===== config.mk =====
export PLATFORM = sky130hd
export DESIGN_NAME = aligned_stack_allocator
export DESIGN_NICKNAME = d
export VERILOG_FILES = /design/src/rtl/asa_pkg.sv /design/src/rtl/asa_slot_ram.sv /design/src/rtl/aligned_stack_allocator.sv
export SDC_FILE = /design/constraint.sdc
export NUM_CORES = 2
export LEC_CHECK = 0
export BUFFER_PORTS_ARGS = -buffer_cell sky130_fd_sc_hd__buf_2
export CAP_MARGIN = 20
export CORE_ASPECT_RATIO = 0.5
export CORE_MARGIN = 3
export CORE_UTILIZATION = 57
export DETAILED_ROUTE_END_ITERATION = 12
export PLACE_DENSITY = 0.74
export SLEW_MARGIN = 20
export SYNTH_ARGS = -nofsm -noshare
export SYNTH_HDL_FRONTEND = slang
export SYNTH_HIERARCHICAL = 1
export SYNTH_SLANG_ARGS = --single-unit
export TNS_END_PERCENT = 10

===== constraint.sdc =====
create_clock -name clk -period 7.3 [get_ports clk]
set_input_delay 0.73 -clock clk [delete_from_list [all_inputs] [get_ports clk]]
set_output_delay 0.73 -clock clk [all_outputs]
set_load 0.02 [all_outputs]

===== src/rtl/asa_pkg.sv =====
// ============================================================================
// asa_pkg: shared types and codes for the aligned stack allocator
// Holds the request and result word layouts, operation and status codes,
// and the sequencer state type.
// ============================================================================
`default_nettype none

package asa_pkg;

  localparam int unsigned DATA_W = 32;
  localparam int unsigned PAD_W  = 15;  // largest alignment mask is 2^15-1

  // operation codes
  localparam logic [1:0] FN_PUSH  = 2'd0;
  localparam logic [1:0] FN_POP   = 2'd1;
  localparam logic [1:0] FN_CLEAR = 2'd2;
  localparam logic [1:0] FN_NOP   = 2'd3;

  // status codes
  localparam logic [1:0] STAT_OK       = 2'd0;
  localparam logic [1:0] STAT_NO_SPACE = 2'd1;
  localparam logic [1:0] STAT_NO_SLOT  = 2'd2;
  localparam logic [1:0] STAT_EMPTY    = 2'd3;

  // configuration register indexes
  localparam logic REG_BASE     = 1'b0;
  localparam logic REG_CAPACITY = 1'b1;

  typedef struct packed {
    logic [1:0]        func;
    logic [DATA_W-1:0] request_size;
    logic [3:0]        align_log2;
  } asa_req_t;

  typedef struct packed {
    logic [DATA_W-1:0] address;
    logic [1:0]        status;
    logic [DATA_W-1:0] used_bytes;
    logic [5:0]        live_count;
  } asa_rsp_t;

  typedef enum logic [1:0] {
    S_IDLE,
    S_PUSH,
    S_POP
  } asa_state_t;

endpackage : asa_pkg

`default_nettype wire


===== src/rtl/asa_slot_ram.sv =====
// ============================================================================
// asa_slot_ram: saved fill level store
// One write port, one read port, read data registered.
// ============================================================================
`default_nettype none

module asa_slot_ram #(
  parameter int unsigned DEPTH  = 32,
  parameter int unsigned ADDR_W = 5,
  parameter int unsigned WORD_W = 32
) (
  input  wire logic              clk,
  input  wire logic              wr_en,
  input  wire logic [ADDR_W-1:0] wr_addr,
  input  wire logic [WORD_W-1:0] wr_data,
  input  wire logic              rd_en,
  input  wire logic [ADDR_W-1:0] rd_addr,
  output logic      [WORD_W-1:0] rd_data
);

  logic [WORD_W-1:0] mem [DEPTH];

  always_ff @(posedge clk) begin
    if (wr_en) begin
      mem[wr_addr] <= wr_data;
    end
  end

  always_ff @(posedge clk) begin
    if (rd_en) begin
      rd_data <= mem[rd_addr];
    end
  end

endmodule : asa_slot_ram

`default_nettype wire


===== src/rtl/aligned_stack_allocator.sv =====
// ============================================================================
// aligned_stack_allocator: LIFO allocator with power-of-two alignment
// Carves aligned blocks from a region [base, base+capacity), saves the
// previous fill level of each push in a slot memory and restores it on pop.
// ============================================================================
//
//  Channel   Ports                         Word / access
//  --------  ----------------------------  ---------------------------------
//  request   in_valid/in_ready/in_data     asa_req_t: func, size, alignment
//  result    out_valid/out_ready/out_data  asa_rsp_t: address, status, fill
//  config    cfg_p* (APB-style)            base at 0x0, capacity at 0x4
//
//  Steps: a request word is captured in an input register, then processed.
//  Push: aligned top and free room (S_IDLE), fit check and slot write
//  (S_PUSH). Pop: slot memory read (S_IDLE), restore (S_POP). Clear, no-op:
//  S_IDLE only. The next word is taken once this one's result is loaded.
//  Reset: fill level and live count clear at once; the slot memory holds
//  no reset value and needs no clearing pass, as pop only reads slots
//  written by earlier pushes.
//  Stalls: a new request word is captured while a result waits at the
//  output; processing holds until the output register frees up.
//
`default_nettype none

module aligned_stack_allocator #(
  parameter int unsigned MAX_SLOTS = 32
) (
  input  wire logic              clk,
  input  wire logic              rst_n,
  // request channel
  input  wire logic              in_valid,
  output logic                   in_ready,
  input  wire asa_pkg::asa_req_t in_data,
  // result channel
  output logic                   out_valid,
  input  wire logic              out_ready,
  output asa_pkg::asa_rsp_t      out_data,
  // configuration port
  input  wire logic              cfg_psel,
  input  wire logic              cfg_penable,
  input  wire logic              cfg_pwrite,
  input  wire logic [2:0]        cfg_paddr,
  input  wire logic [31:0]       cfg_pwdata,
  output logic      [31:0]       cfg_prdata,
  output logic                   cfg_pready
);

  import asa_pkg::*;

  // live count must hold MAX_SLOTS itself; slot index covers 0..MAX_SLOTS-1
  localparam int unsigned CNT_W = $clog2(MAX_SLOTS + 1);
  localparam int unsigned IDX_W = (MAX_SLOTS > 1) ? $clog2(MAX_SLOTS) : 1;
  localparam logic [CNT_W-1:0] MAX_CNT = CNT_W'(MAX_SLOTS);
  localparam logic [CNT_W-1:0] CNT_ONE = CNT_W'(1);

  // --------------------------------------------------------------------------
  // Configuration registers
  // --------------------------------------------------------------------------
  logic [DATA_W-1:0] base_r;
  logic [DATA_W-1:0] cap_r;
  logic              cfg_wr;

  assign cfg_pready = 1'b1;
  assign cfg_wr     = cfg_psel && cfg_penable && cfg_pwrite && cfg_pready;
  assign cfg_prdata = (cfg_paddr[2] == REG_CAPACITY) ? cap_r : base_r;

  // --------------------------------------------------------------------------
  // State
  // --------------------------------------------------------------------------
  asa_state_t        state_r, state_nxt;
  logic              req_vld_r, req_vld_nxt;
  asa_req_t          req_r, req_nxt;
  logic [DATA_W-1:0] fill_r, fill_nxt;
  logic [CNT_W-1:0]  cnt_r, cnt_nxt;
  logic [DATA_W-1:0] top_r, top_nxt;     // base + fill, wraps
  logic [PAD_W-1:0]  pad_r, pad_nxt;     // bytes to reach the alignment
  logic [DATA_W-1:0] room_r, room_nxt;   // free bytes, zero when overfilled
  logic              out_vld_r, out_vld_nxt;
  asa_rsp_t          out_r, out_nxt;

  // slot memory port
  logic              mem_we;
  logic [IDX_W-1:0]  mem_waddr;
  logic              mem_re;
  logic [IDX_W-1:0]  mem_raddr;
  logic [DATA_W-1:0] mem_rdata;

  // combinational helpers
  logic              out_free;
  logic              out_load;
  logic [DATA_W-1:0] top_sum;
  logic [PAD_W-1:0]  align_mask;
  logic [DATA_W:0]   need;
  logic [CNT_W-1:0]  cnt_dec;
  logic [CNT_W+5:0]  live_ext;

  assign in_ready  = !req_vld_r;
  assign out_valid = out_vld_r;
  assign out_data  = out_r;
  assign out_free  = !out_vld_r || out_ready;

  assign top_sum    = base_r + fill_r;
  assign align_mask = PAD_W'((16'h1 << req_r.align_log2) - 16'h1);
  assign need       = {1'b0, req_r.request_size} + (DATA_W + 1)'(pad_r);
  assign cnt_dec    = cnt_r - CNT_ONE;

  asa_slot_ram #(
    .DEPTH  (MAX_SLOTS),
    .ADDR_W (IDX_W),
    .WORD_W (DATA_W)
  ) u_slot_ram (
    .clk     (clk),
    .wr_en   (mem_we),
    .wr_addr (mem_waddr),
    .wr_data (fill_r),
    .rd_en   (mem_re),
    .rd_addr (mem_raddr),
    .rd_data (mem_rdata)
  );

  // --------------------------------------------------------------------------
  // Sequencer: next state, slot memory access and result word
  // --------------------------------------------------------------------------
  always_comb begin
    logic [DATA_W-1:0] res_addr;
    logic [1:0]        res_stat;

    state_nxt   = state_r;
    req_vld_nxt = req_vld_r;
    req_nxt     = req_r;
    fill_nxt    = fill_r;
    cnt_nxt     = cnt_r;
    top_nxt     = top_r;
    pad_nxt     = pad_r;
    room_nxt    = room_r;
    out_vld_nxt = out_vld_r && !out_ready;
    out_nxt     = out_r;
    out_load    = 1'b0;
    res_addr    = '0;
    res_stat    = STAT_OK;
    mem_we      = 1'b0;
    mem_waddr   = cnt_r[IDX_W-1:0];
    mem_re      = 1'b0;
    mem_raddr   = cnt_dec[IDX_W-1:0];
    live_ext    = '0;

    // capture the next request word
    if (in_valid && in_ready) begin
      req_vld_nxt = 1'b1;
      req_nxt     = in_data;
    end

    case (state_r)
      S_IDLE: begin
        if (req_vld_r && out_free) begin
          case (req_r.func)
            FN_PUSH: begin
              // stage the aligned top and the free room for the fit check
              top_nxt   = top_sum;
              pad_nxt   = (~top_sum[PAD_W-1:0] + PAD_W'(1)) & align_mask;
              room_nxt  = (fill_r > cap_r) ? '0 : (cap_r - fill_r);
              state_nxt = S_PUSH;
            end
            FN_POP: begin
              if (cnt_r == '0) begin
                res_stat    = STAT_EMPTY;
                out_load    = 1'b1;
                req_vld_nxt = 1'b0;
              end else begin
                mem_re    = 1'b1;
                state_nxt = S_POP;
              end
            end
            FN_CLEAR: begin
              fill_nxt    = '0;
              cnt_nxt     = '0;
              out_load    = 1'b1;
              req_vld_nxt = 1'b0;
            end
            default: begin
              // no operation: report the state
              out_load    = 1'b1;
              req_vld_nxt = 1'b0;
            end
          endcase
        end
      end
      S_PUSH: begin
        // space check wins over the slot check
        if (need > {1'b0, room_r}) begin
          res_stat = STAT_NO_SPACE;
        end else if (cnt_r >= MAX_CNT) begin
          res_stat = STAT_NO_SLOT;
        end else begin
          mem_we   = 1'b1;
          cnt_nxt  = cnt_r + CNT_ONE;
          fill_nxt = fill_r + need[DATA_W-1:0];
          res_addr = top_r + DATA_W'(pad_r);
        end
        out_load    = 1'b1;
        req_vld_nxt = 1'b0;
        state_nxt   = S_IDLE;
      end
      S_POP: begin
        // restore the saved level read last cycle
        fill_nxt    = mem_rdata;
        cnt_nxt     = cnt_dec;
        out_load    = 1'b1;
        req_vld_nxt = 1'b0;
        state_nxt   = S_IDLE;
      end
      default: begin
        state_nxt = S_IDLE;
      end
    endcase

    if (out_load) begin
      live_ext           = {6'b0, cnt_nxt};
      out_vld_nxt        = 1'b1;
      out_nxt.address    = res_addr;
      out_nxt.status     = res_stat;
      out_nxt.used_bytes = fill_nxt;
      out_nxt.live_count = live_ext[5:0];
    end
  end

  // --------------------------------------------------------------------------
  // Registers
  // --------------------------------------------------------------------------
  always_ff @(posedge clk) begin
    if (!rst_n) begin
      state_r   <= S_IDLE;
      req_vld_r <= 1'b0;
      out_vld_r <= 1'b0;
      fill_r    <= '0;
      cnt_r     <= '0;
      base_r    <= '0;
      cap_r     <= '0;
    end else begin
      state_r   <= state_nxt;
      req_vld_r <= req_vld_nxt;
      out_vld_r <= out_vld_nxt;
      fill_r    <= fill_nxt;
      cnt_r     <= cnt_nxt;
      if (cfg_wr && (cfg_paddr[2] == REG_BASE)) begin
        base_r <= cfg_pwdata;
      end
      if (cfg_wr && (cfg_paddr[2] == REG_CAPACITY)) begin
        cap_r <= cfg_pwdata;
      end
    end
  end

  // payload: no reset
  always_ff @(posedge clk) begin
    req_r  <= req_nxt;
    top_r  <= top_nxt;
    pad_r  <= pad_nxt;
    room_r <= room_nxt;
    out_r  <= out_nxt;
  end

  // --------------------------------------------------------------------------
  // Assertions
  // --------------------------------------------------------------------------
  a_cnt_bound: assert property (@(posedge clk) disable iff (!rst_n)
    cnt_r <= MAX_CNT)
    else $error("live count above slot count");

  a_wr_has_slot: assert property (@(posedge clk) disable iff (!rst_n)
    mem_we |-> (cnt_r < MAX_CNT) && (state_r == S_PUSH))
    else $error("slot write without a free slot");

  a_pop_nonempty: assert property (@(posedge clk) disable iff (!rst_n)
    (state_r == S_POP) |-> (cnt_r != '0) && $past(mem_re))
    else $error("pop restore without a slot read");

  a_fill_hold: assert property (@(posedge clk)
    rst_n && !out_load |=> $stable(fill_r) && $stable(cnt_r))
    else $error("allocator state moved without a result");

  a_load_free: assert property (@(posedge clk) disable iff (!rst_n)
    out_load |-> out_free && req_vld_r)
    else $error("result loaded over a pending result");

endmodule : aligned_stack_allocator

`default_nettype wire


==> summary.md <==
| Metric | Value |
|---|---|
| GRT Total Usage | `0.2871` |
| PortBufs | `183` |
| Outcome | `finished clean` |
| Post-synth EDFFs | `1245` |
| DRC | `0` |
| Critical Path Fanout Max | `21` |
| Num CTS Buffers | `113` |
| Setup TNS | `0 ns` |
| Per-cell routed wire length | `26.48 um` |
| Final setup viols | `0` |
| Syn Inst Count | `4299` |
| TritonRoute pass-1 iters | `6` |
| Syn Nets | `4549` |
| Peak VDD IR | `0.2290 mV` |
| Leakage power | `26.69 nW` |
| Final Skew | `0.04323 ns` |
| Syn_area_per_cell | `13.92 um^2` |
| Cts repair resizes | `0` |
| Synth Flop Type | `edfxtp_1` |
| Initial core utilization | `0.5793` |
| I/O Pins | `187` |
| CTS max path bufs | `3` |
| Final hold violation count | `0` |
| Fraction of layout cells with a size suffix above 1 | `0.1237` |
| Max Fclk | `149.4 MHz` |
| Crit Path Class | `register to register` |
| Mapped cell area | `59860 um^2` |
| Seq pwr share | `0.504` |
| Commonest non-fill, non-tap cell in the layout | `edfxtp_1` |
| # Post-CTS Setup Buffers | `0` |
| Switching Power | `4.686 mW` |
| Vias in the first global route | `36560` |
| Final ANT Viol Nets | `0` |
| Clock slew at reported path FFs | `0.07 ns` |
| CP max stage delay | `0.75 ns` |
| Area delta synth->final | `10.91%` |
| Synthesized flop and latch total | `1351` |
| Largest net degree at the start of global routing | `131` |
| Die W | `464.3 um` |
| CP arrival | `7.08 ns` |
| Slew margin rel. | `0.2813` |
| H-tree depth | `3` |
| Final instance area | `66390 um^2` |
| Final total power | `17.31 mW` |
| First-pass GRT wire length | `234500 um` |
| Hold WC Path Type | `input port to register` |
| # hold bufs at CTS | `0` |
| Crit path time final | `6.695 ns` |
| CP endpoint kind | `register` |
| Sequential area share after synthesis | `0.6600` |
| Count of cell types in the netlist | `92` |
| Die height | `235.1 um` |
| Final core occ | `0.6425` |
| CTS tree | `built` |
| Power Dens Cells | `260.7 nW/um^2` |
| Grt ovf | `0` |
| Worst-Skew Late Latency | `0.73 ns` |
| First DRT Iteration DRCs | `4386` |
| CP max-delay cell | `or3b_2` |
| Gpl congestion | `0.9175` |
| Switching Fraction | `0.2707` |
| Clk network pwr share | `0.339` |
| Fin crit share | `0.9171` |
| Crit path cell chain | `ha_1 -> inv_1 -> fa_1 -> nor2b_1 -> o31a_1 -> o31ai_1 -> a31oi_1 -> nor2_1 -> o21ai_0 -> nand3_1 -> nor3_1 -> xor2_1 -> ha_1 -> nand4_1 -> or2_1 -> nor3_1 -> nand4_1 -> o2bb2ai_1 -> nor3_2 -> nand2_1 -> inv_2 -> or3b_2 -> nor2_4 -> buf_12` |
| Vias per cell | `6.301` |
| CP delay by family, top | `simple AND/OR/NAND/NOR gates` |
| Placed cell area | `62790 um^2` |
| Post-Route WL | `159500 um` |
| Slew Viols, Final | `0` |
| Max-cap violation count | `0` |
| Hpwl dp | `103200 um` |
| Synth warn | `6` |
| Core ar. | `103300 um^2` |
| Pint | `12.62 mW` |
| Req. time, crit path | `7.69 ns` |
| Worst-Margin Slew | `1.064 ns` |
| # nets final | `4763` |
| Async set or reset register ratio after synthesis | `0` |
| Row cnt | `83` |
| Worst reg-to-reg setup slack | `0.61 ns` |
| Die ar. | `109200 um^2` |
| Hold Slack | `0.1802 ns` |
| Number of buffers and inverters on the critical path | `3` |
| Root Buffer | `clkbuf_16` |
| Clk sinks | `1351` |
| Via count | `37940` |
| Most frequent cells in the layout | `1245 x edfxtp_1, 514 x mux2i_1, 349 x nand2_1` |
| RSZ-0062 raised after global routing | `false` |
| Combinational share of power | `0.157` |
| CP Launch Type | `register` |
| Initial antenna violation count | `2` |
==> state kept, by name, indices dropped and copies added (netlist names), 15 cells and up <==
signal / cells
u_slot_ram/mem: 1024
req_r: 38
out_data: 72
room_r: 32
cap_r: 32
u_slot_ram/rd_data: 32
fill_r: 32
top_r: 32
pad_r: 15
base_r: 32
==> power by group through the flow <==
stage | Combinational, mW | Clock [mW] | Sequential, mW
3_5_place_dp | 2.65 | 0 | 8.88
6_report | 2.72 | 5.88 | 8.72
3_3_place_gp | 2.62 | 0 | 8.88
4_1_cts | 2.68 | 5.95 | 8.72
2_1_floorplan | 1.64 | 0 | 8.95
5_1_grt | 2.89 | 6.27 | 8.72
==> stage by stage <==
step / std cells / setup WS (ns)
2_1_floorplan: 4299 / 1.124
3_3_place_gp: 5799 / 0.7657
3_5_place_dp: 5799 / 0.6915
4_1_cts: 6010 / 0.6329
5_1_grt: 6011 / 0.2096
6_report: 6021 / 0.6053
==> worst reg2reg max path: stages, from the launching register on <==
cell and delay [ns]:
edfxtp_1 0.35, ha_1 0.17, inv_1 0.05, fa_1 0.40, nor2b_1 0.17, o31a_1 0.20, o31ai_1 0.11, a31oi_1 0.31
nor2_1 0.12, o21ai_0 0.35, nand3_1 0.30, nor3_1 0.25, xor2_1 0.14, ha_1 0.31, nand4_1 0.10, or2_1 0.24
nor3_1 0.38, nand4_1 0.15, o2bb2ai_1 0.26, nor3_2 0.18, nand2_1 0.11, inv_2 0.21, or3b_2 0.76, nor2_4 0.46
buf_12 0.26
==> logic make-up (layout without fill, tap and decap cells) <==
logic type / Yosys count / count (layout) / share of synthesized area
AND/OR/NAND/NOR: 936 / 936 / 0.07331
adder cells (fa/ha/maj): 170 / 170 / 0.03616
other: 1 / 11 / 0.00006265
flip-flops: 1351 / 1351 / 0.6600
buffers and inverters: 320 / 630 / 0.02523
AO/OA/AOI/OAI: 828 / 828 / 0.09170
multiplexers: 547 / 547 / 0.09216
XOR/XNOR: 146 / 146 / 0.02136
==> cell usage after synthesis (62+ instances only) <==
cell type | count | area, um^2
dfxtp_1 | 106 | 2122
ha_1 | 165 | 2064
inv_1 | 124 | 465.5
mux2i_1 | 514 | 5145
clkbuf_1 | 91 | 341.6
a21oi_1 | 288 | 1441
edfxtp_1 | 1245 | 37390
xor2_1 | 62 | 543.0
xnor2_1 | 84 | 735.7
nor2_1 | 176 | 660.6
nor3_1 | 82 | 410.4
a22o_1 | 71 | 621.9
nand2_1 | 349 | 1310
nand3_1 | 132 | 660.6
a22oi_1 | 116 | 870.8
==> area by class of cell <==
type	instances	area [um^2]
clock inverters	53	407.9
repair buffers	292	1926
multi-input cells	2628	19140
diodes	10	25.02
fillers	7355	36940
well taps	1402	1754
flip-flops and latches	1351	39510
inverters	127	484.2
clock buffers	158	3141
==> routing by layer <==
metal,vias up,track usage,share of wire
met2,1938,0.4471,0.46
met1,18940,0.4097,0.41
met4,0,0.09241,0.033
met5,-,0,0
li1,16800,-,-
met3,266,0.05756,0.099
==> worst paths after layout <==
check | startpoint | to | cells after the start
max | pad_r[0] | u_slot_ram/mem[12][0] | 24
min | in_data[0] | req_r[0] | 1
max reg2reg | pad_r[0] | u_slot_ram/mem[12][0] | 24
min reg2reg | base_r[29] | base_r[29] | 2
Power figures use the tool's default switching activity.
